File: src/hdl/r2a_pkg.sv
package r2a_pkg;

	localparam int IN_Q_DEPTH  = 2;
	localparam int OUT_Q_DEPTH = 2;
	localparam int STK_DEPTH   = 32;
	localparam int STK_CW      = $clog2(STK_DEPTH + 1);

	localparam logic [4:0]  RADIX_RST  = 5'd10;
	localparam logic [4:0]  RADIX_MIN  = 5'd2;
	localparam logic [4:0]  RADIX_MAX  = 5'd16;
	localparam logic [63:0] DIG_LO_RST = 64'h3736353433323130;
	localparam logic [63:0] DIG_HI_RST = 64'h6665646362613938;

	localparam logic [7:0] CH_ZERO  = 8'h30;
	localparam logic [7:0] CH_X     = 8'h78;
	localparam logic [7:0] CH_MINUS = 8'h2D;
	localparam logic [7:0] CH_LPAR  = 8'h28;
	localparam logic [7:0] CH_N     = 8'h6E;
	localparam logic [7:0] CH_I     = 8'h69;
	localparam logic [7:0] CH_L     = 8'h6C;
	localparam logic [7:0] CH_RPAR  = 8'h29;
	localparam logic [7:0] CH_HEX_A = 8'h57;	// 'a' - 10

	localparam logic [2:0] NIL_LAST = 3'd4;

	typedef enum logic [1:0] {
		OP_UNSIGNED = 2'd0,
		OP_SIGNED   = 2'd1,
		OP_POINTER  = 2'd2
	} opcode_t;

	typedef enum logic [1:0] {
		REG_RADIX  = 2'd0,
		REG_DIG_LO = 2'd1,
		REG_DIG_HI = 2'd2
	} cfg_reg_t;

	typedef enum logic [1:0] {
		K_PLAIN,
		K_NEG,
		K_PTR,
		K_NIL
	} kind_t;

	typedef enum logic [2:0] {
		BK_IDLE,
		BK_PREFIX,
		BK_GEN,
		BK_FIX,
		BK_EMIT
	} bk_state_t;

	typedef struct packed {
		kind_t       kind;
		logic [63:0] mag;
	} q_entry_t;

	typedef struct packed {
		logic [4:0]  radix;	// already clamped to 2..16
		logic [63:0] dig_lo;
		logic [63:0] dig_hi;
	} cfg_t;

	typedef struct packed {
		logic [7:0] character;
		logic       last;
	} out_entry_t;

	// floor(2^32 / r); quotient estimate is exact or one low
	function automatic logic [31:0] recip(input logic [4:0] r);
		logic [31:0] m;
		case (r)
			5'd2:    m = 32'h8000_0000;
			5'd3:    m = 32'h5555_5555;
			5'd4:    m = 32'h4000_0000;
			5'd5:    m = 32'h3333_3333;
			5'd6:    m = 32'h2AAA_AAAA;
			5'd7:    m = 32'h2492_4924;
			5'd8:    m = 32'h2000_0000;
			5'd9:    m = 32'h1C71_C71C;
			5'd10:   m = 32'h1999_9999;
			5'd11:   m = 32'h1745_D174;
			5'd12:   m = 32'h1555_5555;
			5'd13:   m = 32'h13B1_3B13;
			5'd14:   m = 32'h1249_2492;
			5'd15:   m = 32'h1111_1111;
			default: m = 32'h1000_0000;
		endcase
		return m;
	endfunction

	function automatic logic [7:0] hex_char(input logic [3:0] d);
		logic [7:0] c;
		if (d < 4'd10)
			c = CH_ZERO + 8'(d);
		else
			c = CH_HEX_A + 8'(d);
		return c;
	endfunction

	function automatic logic [7:0] nil_char(input logic [2:0] i);
		logic [7:0] c;
		case (i)
			3'd0:    c = CH_LPAR;
			3'd1:    c = CH_N;
			3'd2:    c = CH_I;
			3'd3:    c = CH_L;
			default: c = CH_RPAR;
		endcase
		return c;
	endfunction

endpackage

File: src/hdl/r2a_fifo.sv
module r2a_fifo #(
	parameter int WIDTH = 8,
	parameter int DEPTH = 2
) (
	input  logic             clk,
	input  logic             arst_n,
	input  logic             push,
	input  logic [WIDTH-1:0] din,
	output logic             full,
	input  logic             pop,
	output logic [WIDTH-1:0] dout,
	output logic             empty
);
	localparam int PW = (DEPTH > 1) ? $clog2(DEPTH) : 1;
	localparam int CW = $clog2(DEPTH + 1);

	logic [WIDTH-1:0] mem_q [DEPTH];
	logic [PW-1:0]    wr_q, rd_q;
	logic [CW-1:0]    cnt_q;
	logic             wr, rd;

	assign full  = (cnt_q == CW'(DEPTH));
	assign empty = (cnt_q == '0);
	assign wr    = push && !full;
	assign rd    = pop && !empty;
	assign dout  = mem_q[rd_q];

	always_ff @(posedge clk) begin
		if (wr)
			mem_q[wr_q] <= din;
	end

	always_ff @(posedge clk or negedge arst_n) begin
		if (!arst_n) begin
			wr_q  <= '0;
			rd_q  <= '0;
			cnt_q <= '0;
		end else begin
			if (wr)
				wr_q <= (wr_q == PW'(DEPTH - 1)) ? '0 : wr_q + 1'b1;
			if (rd)
				rd_q <= (rd_q == PW'(DEPTH - 1)) ? '0 : rd_q + 1'b1;
			if (wr && !rd)
				cnt_q <= cnt_q + 1'b1;
			else if (rd && !wr)
				cnt_q <= cnt_q - 1'b1;
		end
	end

endmodule

File: src/hdl/r2a_front.sv
module r2a_front #(
	parameter int Q_DEPTH = 2
) (
	input  logic              clk,
	input  logic              arst_n,
	input  logic              push,
	output logic              full,
	input  logic [1:0]        opcode,
	input  logic [63:0]       value,
	output r2a_pkg::q_entry_t entry,
	output logic              empty,
	input  logic              pop
);
	import r2a_pkg::*;

	q_entry_t   cls;
	logic [31:0] lo;

	assign lo = value[31:0];

	// only the high opcode bit selects pointer mode
	always_comb begin
		cls.kind = K_PLAIN;
		cls.mag  = {32'd0, lo};
		if (opcode[1]) begin
			cls.mag  = value;
			cls.kind = (value == 64'd0) ? K_NIL : K_PTR;
		end else if (opcode == OP_SIGNED && lo[31]) begin
			cls.kind = K_NEG;
			cls.mag  = {32'd0, 32'd0 - lo};
		end
	end

	r2a_fifo #(
		.WIDTH ($bits(q_entry_t)),
		.DEPTH (Q_DEPTH)
	) u_q (
		.clk    (clk),
		.arst_n (arst_n),
		.push   (push),
		.din    (cls),
		.full   (full),
		.pop    (pop),
		.dout   (entry),
		.empty  (empty)
	);

endmodule

File: src/hdl/r2a_back.sv
module r2a_back (
	input  logic                clk,
	input  logic                arst_n,
	input  r2a_pkg::cfg_t       cfg,
	input  r2a_pkg::q_entry_t   in_entry,
	input  logic                in_empty,
	output logic                in_pop,
	input  logic                out_full,
	output logic                out_push,
	output r2a_pkg::out_entry_t out_entry
);
	import r2a_pkg::*;

	bk_state_t         state_q, state_nxt;
	kind_t             kind_q;
	logic [63:0]       mag_q, mag_nxt;
	logic [31:0]       q0_q;
	logic [2:0]        pre_cnt_q;
	logic [3:0]        stk_q [STK_DEPTH];
	logic [STK_CW-1:0] depth_q;

	logic        is_ptr, fast, pre_end;
	logic [2:0]  sh;
	logic [3:0]  mask;
	logic [3:0]  fast_digit;
	logic [63:0] fast_mag;
	logic [63:0] prod;
	logic [36:0] qr;
	logic [31:0] rem_full;
	logic [4:0]  rem5;
	logic        fix_hi;
	logic [3:0]  fix_digit;
	logic [31:0] fix_q;
	logic [3:0]  digit;
	logic [63:0] dword;
	logic [7:0]  prefix_char, digit_char;
	logic        stk_push, stk_pop, mul_load;

	assign is_ptr = (kind_q == K_PTR);

	// power-of-two radix and hex pointers take one digit per cycle by shifting
	always_comb begin
		case (cfg.radix)
			5'd2:    sh = 3'd1;
			5'd4:    sh = 3'd2;
			5'd8:    sh = 3'd3;
			default: sh = 3'd4;
		endcase
		if (is_ptr)
			sh = 3'd4;
		fast = is_ptr || $onehot(cfg.radix);
		mask = is_ptr ? 4'hF : 4'(cfg.radix - 5'd1);
	end

	assign fast_digit = mag_q[3:0] & mask;
	assign fast_mag   = mag_q >> sh;

	// other radices: reciprocal estimate, then one correction step
	assign prod      = 64'(mag_q[31:0]) * 64'(recip(cfg.radix));
	assign qr        = 37'(q0_q) * 37'(cfg.radix);
	assign rem_full  = mag_q[31:0] - qr[31:0];
	assign rem5      = rem_full[4:0];
	assign fix_hi    = (rem5 >= cfg.radix);
	assign fix_digit = fix_hi ? 4'(rem5 - cfg.radix) : rem5[3:0];
	assign fix_q     = q0_q + 32'(fix_hi);

	always_comb begin
		case (kind_q)
			K_NIL:   begin
				prefix_char = nil_char(pre_cnt_q);
				pre_end     = (pre_cnt_q == NIL_LAST);
			end
			K_PTR:   begin
				prefix_char = (pre_cnt_q == 3'd0) ? CH_ZERO : CH_X;
				pre_end     = (pre_cnt_q == 3'd1);
			end
			default: begin
				prefix_char = CH_MINUS;
				pre_end     = 1'b1;
			end
		endcase
	end

	assign dword      = stk_q[0][3] ? cfg.dig_hi : cfg.dig_lo;
	assign digit_char = is_ptr ? hex_char(stk_q[0]) : dword[{stk_q[0][2:0], 3'b000} +: 8];

	// next state
	always_comb begin
		state_nxt = state_q;
		case (state_q)
			BK_IDLE: begin
				if (!in_empty)
					state_nxt = (in_entry.kind == K_PLAIN) ? BK_GEN : BK_PREFIX;
			end
			BK_PREFIX: begin
				if (!out_full && pre_end)
					state_nxt = (kind_q == K_NIL) ? BK_IDLE : BK_GEN;
			end
			BK_GEN: begin
				if (!fast)
					state_nxt = BK_FIX;
				else if (fast_mag == 64'd0)
					state_nxt = BK_EMIT;
			end
			BK_FIX: begin
				state_nxt = (fix_q == 32'd0) ? BK_EMIT : BK_GEN;
			end
			BK_EMIT: begin
				if (!out_full && depth_q == STK_CW'(1))
					state_nxt = BK_IDLE;
			end
			default: state_nxt = BK_IDLE;
		endcase
	end

	// outputs
	always_comb begin
		in_pop              = 1'b0;
		out_push            = 1'b0;
		out_entry.character = prefix_char;
		out_entry.last      = 1'b0;
		stk_push            = 1'b0;
		stk_pop             = 1'b0;
		mul_load            = 1'b0;
		digit               = fast_digit;
		mag_nxt             = fast_mag;
		case (state_q)
			BK_IDLE: begin
				in_pop = !in_empty;
			end
			BK_PREFIX: begin
				out_push       = !out_full;
				out_entry.last = (kind_q == K_NIL) && pre_end;
			end
			BK_GEN: begin
				stk_push = fast;
				mul_load = !fast;
			end
			BK_FIX: begin
				stk_push = 1'b1;
				digit    = fix_digit;
				mag_nxt  = {32'd0, fix_q};
			end
			BK_EMIT: begin
				out_push            = !out_full;
				stk_pop             = !out_full;
				out_entry.character = digit_char;
				out_entry.last      = (depth_q == STK_CW'(1));
			end
			default: ;
		endcase
	end

	always_ff @(posedge clk or negedge arst_n) begin
		if (!arst_n) begin
			state_q   <= BK_IDLE;
			kind_q    <= K_PLAIN;
			pre_cnt_q <= '0;
			depth_q   <= '0;
		end else begin
			state_q <= state_nxt;
			if (in_pop) begin
				kind_q    <= in_entry.kind;
				pre_cnt_q <= '0;
			end else if (state_q == BK_PREFIX && out_push) begin
				pre_cnt_q <= pre_cnt_q + 1'b1;
			end
			if (stk_push)
				depth_q <= depth_q + 1'b1;
			else if (stk_pop)
				depth_q <= depth_q - 1'b1;
		end
	end

	always_ff @(posedge clk) begin
		if (in_pop)
			mag_q <= in_entry.mag;
		else if (stk_push)
			mag_q <= mag_nxt;
		if (mul_load)
			q0_q <= prod[63:32];
		// digit stack: lowest digit pushed first, top read at entry 0
		if (stk_push) begin
			stk_q[0] <= digit;
			for (int i = 1; i < STK_DEPTH; i++)
				stk_q[i] <= stk_q[i-1];
		end else if (stk_pop) begin
			for (int i = 0; i < STK_DEPTH - 1; i++)
				stk_q[i] <= stk_q[i+1];
		end
	end

endmodule

File: src/hdl/radix_integer_to_ascii.sv
// Items wait in the input queue; the sequencer takes one at a time and, once its last
// character is pushed, the next. A sign, 0x or (nil) prefix goes out first; any digits are
// then stacked, by shifting for hex pointers and power-of-two radices, otherwise by
// reciprocal multiply, then correct, and emitted most significant first.
// Reset clears both queues and the sequencer; radix returns to 10, digits to "0..9a..f".
module radix_integer_to_ascii #(
	parameter int IN_Q_DEPTH  = r2a_pkg::IN_Q_DEPTH,
	parameter int OUT_Q_DEPTH = r2a_pkg::OUT_Q_DEPTH
) (
	input  logic        clk,
	input  logic        arst_n,
	input  logic        push,
	output logic        full,
	input  logic [1:0]  opcode,
	input  logic [63:0] value,
	output logic        empty,
	input  logic        pop,
	output logic [7:0]  character,
	output logic        last,
	input  logic        cfg_valid,
	output logic        cfg_ready,
	input  logic [1:0]  cfg_index,
	input  logic [63:0] cfg_data
);
	import r2a_pkg::*;

	logic [4:0]  radix_q;
	logic [63:0] dig_lo_q, dig_hi_q;
	cfg_t        cfg;
	q_entry_t    fq_entry;
	logic        fq_empty, fq_pop;
	out_entry_t  bk_out, oq_out;
	logic        oq_push, oq_full;

	assign cfg_ready = 1'b1;

	always_ff @(posedge clk or negedge arst_n) begin
		if (!arst_n) begin
			radix_q  <= RADIX_RST;
			dig_lo_q <= DIG_LO_RST;
			dig_hi_q <= DIG_HI_RST;
		end else if (cfg_valid && cfg_ready) begin
			case (cfg_index)
				REG_RADIX:  radix_q  <= cfg_data[4:0];
				REG_DIG_LO: dig_lo_q <= cfg_data;
				REG_DIG_HI: dig_hi_q <= cfg_data;
				default: ;
			endcase
		end
	end

	always_comb begin
		cfg.radix = radix_q;
		if (radix_q < RADIX_MIN)
			cfg.radix = RADIX_MIN;
		else if (radix_q > RADIX_MAX)
			cfg.radix = RADIX_MAX;
		cfg.dig_lo = dig_lo_q;
		cfg.dig_hi = dig_hi_q;
	end

	r2a_front #(
		.Q_DEPTH (IN_Q_DEPTH)
	) u_front (
		.clk    (clk),
		.arst_n (arst_n),
		.push   (push),
		.full   (full),
		.opcode (opcode),
		.value  (value),
		.entry  (fq_entry),
		.empty  (fq_empty),
		.pop    (fq_pop)
	);

	r2a_back u_back (
		.clk       (clk),
		.arst_n    (arst_n),
		.cfg       (cfg),
		.in_entry  (fq_entry),
		.in_empty  (fq_empty),
		.in_pop    (fq_pop),
		.out_full  (oq_full),
		.out_push  (oq_push),
		.out_entry (bk_out)
	);

	r2a_fifo #(
		.WIDTH ($bits(out_entry_t)),
		.DEPTH (OUT_Q_DEPTH)
	) u_outq (
		.clk    (clk),
		.arst_n (arst_n),
		.push   (oq_push),
		.din    (bk_out),
		.full   (oq_full),
		.pop    (pop),
		.dout   (oq_out),
		.empty  (empty)
	);

	assign character = oq_out.character;
	assign last      = oq_out.last;

endmodule

File: config.mk
export PLATFORM = sky130hd
export DESIGN_NAME = radix_integer_to_ascii
export DESIGN_NICKNAME = d
export VERILOG_FILES = /design/src/hdl/r2a_pkg.sv /design/src/hdl/r2a_fifo.sv /design/src/hdl/r2a_front.sv /design/src/hdl/r2a_back.sv /design/src/hdl/radix_integer_to_ascii.sv
export SDC_FILE = /design/constraint.sdc
export NUM_CORES = 2
export LEC_CHECK = 0
export ABC_AREA = 1
export BUFFER_PORTS_ARGS = -buffer_cell sky130_fd_sc_hd__buf_2
export CORE_UTILIZATION = 45
export CTS_CLUSTER_SIZE = 30
export DETAILED_ROUTE_END_ITERATION = 10
export GPL_TIMING_DRIVEN = 0
export SLEW_MARGIN = 30
export SYNTH_ARGS = -nofsm -noshare
export SYNTH_HDL_FRONTEND = slang
export SYNTH_SLANG_ARGS = --single-unit
File: constraint.sdc
create_clock -name clk -period 13.2 [get_ports clk]
set_input_delay 0.66 -clock clk [delete_from_list [all_inputs] [get_ports clk]]
set_output_delay 0.66 -clock clk [all_outputs]
set_load 0.01 [all_outputs]
-- Word-level counts from Yosys, hierarchy flattened
Memories as Yosys holds them, arrays and structs flattened.
Index checks and enable logic that the tools add are counted.
- flip-flop bits (word level): 251
- bits in latches: 0
- RAM bits: 278
- bits in read-only memories: 512
- output and inout port bits: 12
- memories kept: 4
- memories (memory ; depth ; bits a word ; rd ports ; clocked after Yosys merged registers in ; wr ports ; line ; text):
    (no name shown) ; 16 ; 32 ; 1 ; 0 ; 0 ; r2a_pkg.sv:72 ; case (r)
    u_front.u_q.mem_q ; 2 ; 66 ; 1 ; 0 ; 1 ; r2a_fifo.sv:17 ; logic [WIDTH-1:0] mem_q [DEPTH];
    u_back.stk_q ; 32 ; 4 ; 32 ; 0 ; 32 ; r2a_back.sv:19 ; logic [3:0] stk_q [STK_DEPTH];
    u_outq.mem_q ; 2 ; 9 ; 1 ; 0 ; 1 ; r2a_fifo.sv:17 ;
- $add $sub $neg: 22
- multiply operators: 2
- div/mod/pow operators: 0
- magnitude comparators: 4
- equality and inequality tests: 24
- shifts and indexed selects: 2
- muxes and demuxes: 89
- bitwise logic cells: 32
- reductions and logical operators: 42
- operators by type and width (cell ; number):
    two-way mux 64 bit ; 4
    two-way mux 4 bit ; 34
    zero test 64 bit ; 2
    two-way mux 66 bit ; 1
    two-way mux 65 bit ; 1
    multiplier 32 x 32 -> 64 bit ; 1
    variable part select 64 x 7 -> 8 bit ; 1
    >> shifter 64 x 3 -> 64 bit ; 1
    adder 32 x 1 -> 32 bit ; 1
    zero test 32 bit ; 1
    multiplier 32 x 5 -> 5 bit ; 1
    two-way mux 32 bit ; 1
    subtractor 1 x 32 -> 32 bit, first input constant ; 1
    OR 1 bit ; 31
    one-hot mux 7 bit (4 select lines) ; 1
    two-way mux 3 bit ; 9
    two-way mux 8 bit ; 3
    two-way mux 1 bit ; 18
    one-hot mux 8 bit (2 select lines) ; 1
    one-hot mux 3 bit (5 select lines) ; 1
    logical AND 1 bit ; 13
    == test 3 x 2 -> 1 bit, second input constant ; 4
    two-way mux 2 bit ; 6
    two-way mux 6 bit ; 2
    other kinds (42) ; 78

-- Logic depth before layout (Yosys ltp)
- word-level depth: 12
- mapped depth: 46
- gate-level depth less buffers: 44

-- Cells and area by module
A second synthesis with hierarchy kept.
- cell total of the unflattened synthesis: 7016
- area total of the unflattened synthesis: 60045.1 um2
- by module, submodules not included (module ; instances ; cells each ; area each (um2) ; sequential area each (um2)):
    r2a_back ; 1 ; 5695 ; 46898.7 ; 7076.8
    radix_integer_to_ascii ; 1 ; 517 ; 5693.0 ; 3400.8
    r2a_fifo at u_front.u_q ; 1 ; 377 ; 5047.3 ; 4063.9
    r2a_front ; 1 ; 349 ; 1525.2 ; 0.0
    r2a_fifo at u_outq ; 1 ; 78 ; 880.8 ; 640.6

-- Least setup slack after synthesis
OpenSTA, ideal clock, no wires.
- path kind: register to register
- from: register radix_q[3]
- to: register u_back.q0_q[24], data pin
- setup time: 0.259 ns
- data arrival time: 8.129 ns
- required time: 12.941 ns
- slack: 4.812 ns
- cell stages (with the launch flop): 38
- clock period less this slack: 8.388 ns
- cell sequence: dfstp_2 nor2_1 o21ai_0 inv_1 ha_1 inv_1 nor2_4 nor2_2 nor2_1 inv_1 nand2_1 nand2_1 clkbuf_1 nor2_1 fa_1 inv_1 fa_1 inv_1 [2 not listed] fa_1 fa_1 fa_1 inv_1 fa_1 inv_1 ha_1 nand2_1 nor2_1 inv_1 nor2_1 inv_1 nor3_1 nand3_1 o21ai_1 nand2_1 nand2_1 xor2_1
- cells in the longest elaborated chain, start to end: 6
- elaborated cells between the ends (all ways): 7
- ends and longest elaborated chain (what ; line ; text):
    start, declared ; radix_integer_to_ascii.sv:27 ; logic [4:0] radix_q;
    start signal, assigned ; radix_integer_to_ascii.sv:44 ; REG_RADIX: radix_q <= cfg_data[4:0];
    greater-than comparator 5 bit ; radix_integer_to_ascii.sv:56 ; else if (radix_q > RADIX_MAX)
    two-way mux 5 bit ; radix_integer_to_ascii.sv:56 ;
    two-way mux 5 bit (*) ; radix_integer_to_ascii.sv:54 ; if (radix_q < RADIX_MIN)
    memory read (16 x 32 bit) ; - ;
    two-way mux 32 bit (*) ; r2a_pkg.sv:72 ;
    multiplier 32 x 32 -> 64 bit (*) ; r2a_back.sv:59 ; assign prod = 64'(mag_q[31:0]) * 64'(recip(cfg.radix));
    named net u_back.prod[56] ; r2a_back.sv:27 ; logic [63:0] prod;
    end signal, assigned ; r2a_back.sv:181 ; q0_q <= prod[63:32];
    end, declared ; r2a_back.sv:17 ; logic [31:0] q0_q;
The timed path passes the listed nets; every way through them passes the cells marked *.
A chain may end at the register's enable or synchronous reset.

-- Worst setup path in the final report
- from: register radix_q[3]
- to: register u_back.q0_q[8], data pin
The elaborated chain is that of the path after synthesis.

==> flow_metrics.tcl <==
set metrics [dict create \
    dp_hpwl_um 192000 \
    place_congestion 1.04 \
    arrival_ns 13.13 \
    synth_edf_count 374 \
    grt_max_degree 75 \
    rows 132 \
    clkSlewWorstSetupHoldPaths_ns 0.06 \
    final_common_cell "inv_1" \
    worst_pin_slew_ns 1.14 \
    critPathTopFamily "adder cells" \
    avgRoutedWirePerCell_um 26.0 \
    finalSetupTns_ns 0 \
    critPathKind "reg -> reg" \
    regToRegEndpoint "u_back.q0_q[8]$_DFFE_PP_" \
    grtUsageTotal_pct 35.5 \
    grt_pass1_wl_um 338000 \
    start_util_pct 45.6 \
    cp-start-kind "flop" \
    endpoint "u_back.q0_q[8]$_DFFE_PP_" \
    slowest_delay_ns 1.07 \
    hold_class "in -> reg" \
    postSynthCellCount 6936 \
    skew_ns 0.0527 \
    cts_buffer_depth 3 \
    syn_area_um2 59400 \
    ant_nets 0 \
    timing.fmax_mhz 78.2 \
    drv_slew 0 \
    drt-total-wl_um 233000 \
    cp.required_ns 13.54 \
    period_needed_ns 12.80 \
    drc 0 \
    finalHoldViolations 0 \
    path_depth 30 \
    dieArea_um2 133000 \
    antenna_found_initial 9 \
    drive_above_1_share_pct 6.31 \
    io_buffers 147 \
    async_reset_ff_share_pct 29.3 \
    setup_viol 0 \
    slowest_stage "a31oi_2" \
    rsz0062_at_grt "false" \
    yosys.area.top_type_share_pct 30.4 \
    first_pass_iters 6 \
    synth-seq-cells 529 \
    final_cell_mix "inv_1, nand2_1, fa_1" \
    status "complete, no violations" \
    yosys_warnings 0 \
    syn_to_final_growth_pct 9.03 \
    reg2reg_from "radix_q[3]$_DFFE_PN1P_" \
    post-route-period-util_pct 96.9 \
    yosys.area.top_type "fa_1" \
    crit_path_start "radix_q[3]$_DFFE_PN1P_" \
    overflow 0 \
    core_area_um2 130000 \
    path_buf_inv 7 \
    yosys-top-cells-area "fa_1, edfxtp_1, inv_1, nand2_1, ha_1" \
    cts_buffers 59 \
    clock_sinks 529 \
    synth.distinct_cells 60 \
    clock-root-buffer "clkbuf_16" \
    path_max_fanout 10 \
    r2r_slack_ns 0.40 \
    yosysSeqAreaShare_pct 25.6 \
    cts_tree "yes" \
    maxSlewHeadroom_pct 24.2 \
    dieHeight_um 365 \
    crit_path_frequent_cell "fa_1" \
    synth_fp_nets 8272 \
    synth_ff_type "edfxtp_1" \
    grt_pass1_vias 50000 \
    io_pins 149 \
    post-cts-setup-buffer-count 0 \
    cts_max_level 2 \
    die_x_um 365 \
    num-nets-final 8496 \
    insertion_delay_ns 0.66 \
    num_vias 49600 \
    reg2reg_depth 30 \
    avgSynthCellArea_um2 8.56 \
    n_fill_cell 12800 \
    maxCapViolCount 0 \
    end_kind "flop" \
    drt_iter0_markers 5377 \
    routed_via_density 5.54 \
]
[Yosys cell counts, types with 3 or more instances]
cell type / count
inv_1: 1406
nand2_1: 1350
fa_1: 901
nor2_1: 879
edfxtp_1: 374
nand3_1: 349
o21ai_0: 330
ha_1: 298
clkbuf_1: 202
a21oi_1: 141
dfrtp_1: 97
xor2_1: 73
dfstp_2: 58
nor3_1: 39
o211ai_1: 38
buf_2: 36
a21o_1: 30
xnor2_1: 30
nand4_1: 25
clkinv_1: 24
a31oi_1: 23
mux2i_1: 23
o22ai_1: 22
buf_1: 19
o221ai_1: 18
nor4_1: 17
o21a_1: 13
inv_2: 12
o21ai_1: 11
or2_2: 10
buf_6: 8
nand3b_1: 8
o311ai_0: 8
nand2_2: 7
o21bai_1: 6
buf_4: 5
a21boi_0: 4
nand2_4: 4
nor2_2: 4
nor2_4: 4
a221o_1: 3
nor3_2: 3
[stage by stage]
stage / std cells / setup slack [ns] / utilization (%) / hold WS, ns / cell area (µm²)
floorplan: 6936 / 4.81 / - / 0.364 / 59400
global placement: 8825 / 0.214 / 47.8 / 0.430 / 62300
detailed placement: 8839 / 0.946 / 48.2 / 0.438 / 62700
CTS: 8948 / 0.812 / 49.7 / 0.206 / 64700
global route: 8949 / 0.448 / 49.7 / 0.236 / 64700
finish: 8953 / 0.404 / 49.7 / 0.243 / 64700
[sequential cells by signal (all words and copies together), names as in the netlist]
name / flops
u_back.kind_q: 2
u_front.u_q.wr_q: 1
u_back.depth_q: 6
u_back.q0_q: 32
u_back.state_q: 3
u_outq.mem_q: 18
u_front.u_q.rd_q: 1
u_outq.cnt_q: 2
u_back.pre_cnt_q: 3
u_front.u_q.mem_q: 132
dig_lo_q: 64
radix_q: 5
u_outq.rd_q: 1
u_front.u_q.cnt_q: 2
u_outq.wr_q: 1
u_back.stk_q: 128
u_back.mag_q: 64
dig_hi_q: 64
[how the worst min path moves through the flow]
stage / start / endpoint / slack [ns] / cells after the start
finish: cfg_data[58] / dig_hi_q[58]$_DFFE_PN1P_ / 0.24 / 3
global route: cfg_data[34] / dig_lo_q[34]$_DFFE_PN1P_ / 0.24 / 3
CTS: cfg_data[58] / dig_hi_q[58]$_DFFE_PN1P_ / 0.21 / 3
detailed placement: u_back.stk_q[0][121]$_DFFE_PP_ / u_back.stk_q[0][125]$_DFFE_PP_ / 0.44 / 0
global placement: u_back.stk_q[0][123]$_DFFE_PP_ / u_back.stk_q[0][127]$_DFFE_PP_ / 0.43 / 0
floorplan: arst_n / dig_hi_q[0]$_DFFE_PN0P_ / 0.36 / 0
[worst reg2reg max path: cells and delay by family (launching register included)]
kind            cells  cell delay, ns
fa+ha+maj          11            5.30
compound gates      3            2.19
buf+inv             7            2.17
simple gates        8            1.70
flops               1            0.59
xor+xnor            1            0.51
[repair_timing]
item	in CTS	in global routing
endpoints found under the hold margin	12	0
hold buffers	1	0
gates resized for setup	0	0
setup endpoints to repair	0	0
[logic make-up after synthesis]
kind of cell | count (synthesis) | share of synthesized area [%]
other | 1 | 0.00632
and+or+nand+nor | 2705 | 18.4
buffers and inverters | 1714 | 11.1
AOI/OAI and AO/OA | 662 | 6.35
muxes | 23 | 0.388
xor gates and xnor gates | 103 | 1.52
adders and majority gates | 1199 | 36.7
DFF | 529 | 25.6
[cell type report]
type / instances / area (µm²) / share of cell area (%)
Clock inverter: 34 / 344 / 0.532
Antenna cell: 4 / 10.0 / 0.0155
Buffer: 270 / 1180 / 1.83
Timing Repair Buffer: 163 / 1090 / 1.69
Tap cell: 1742 / 2180 / 3.37
Clock buffer: 74 / 1620 / 2.50
Inverter: 1444 / 5430 / 8.38
Multi-Input combinational cell: 4693 / 37700 / 58.2
Sequential cell: 529 / 15200 / 23.5
[routing by layer]
metal  vias to the layer above  GRT usage [%]  wire length [µm]
met5                         -              0                46
met4                         8           19.5             15300
met3                       572           7.25             22200
met2                      2524           53.9            102000
met1                     24700           47.8             93200
li1                      21800              -                 -
Power is not shown: default switching activity piles up to over one toggle a cycle in this logic, so the estimate is an artifact.
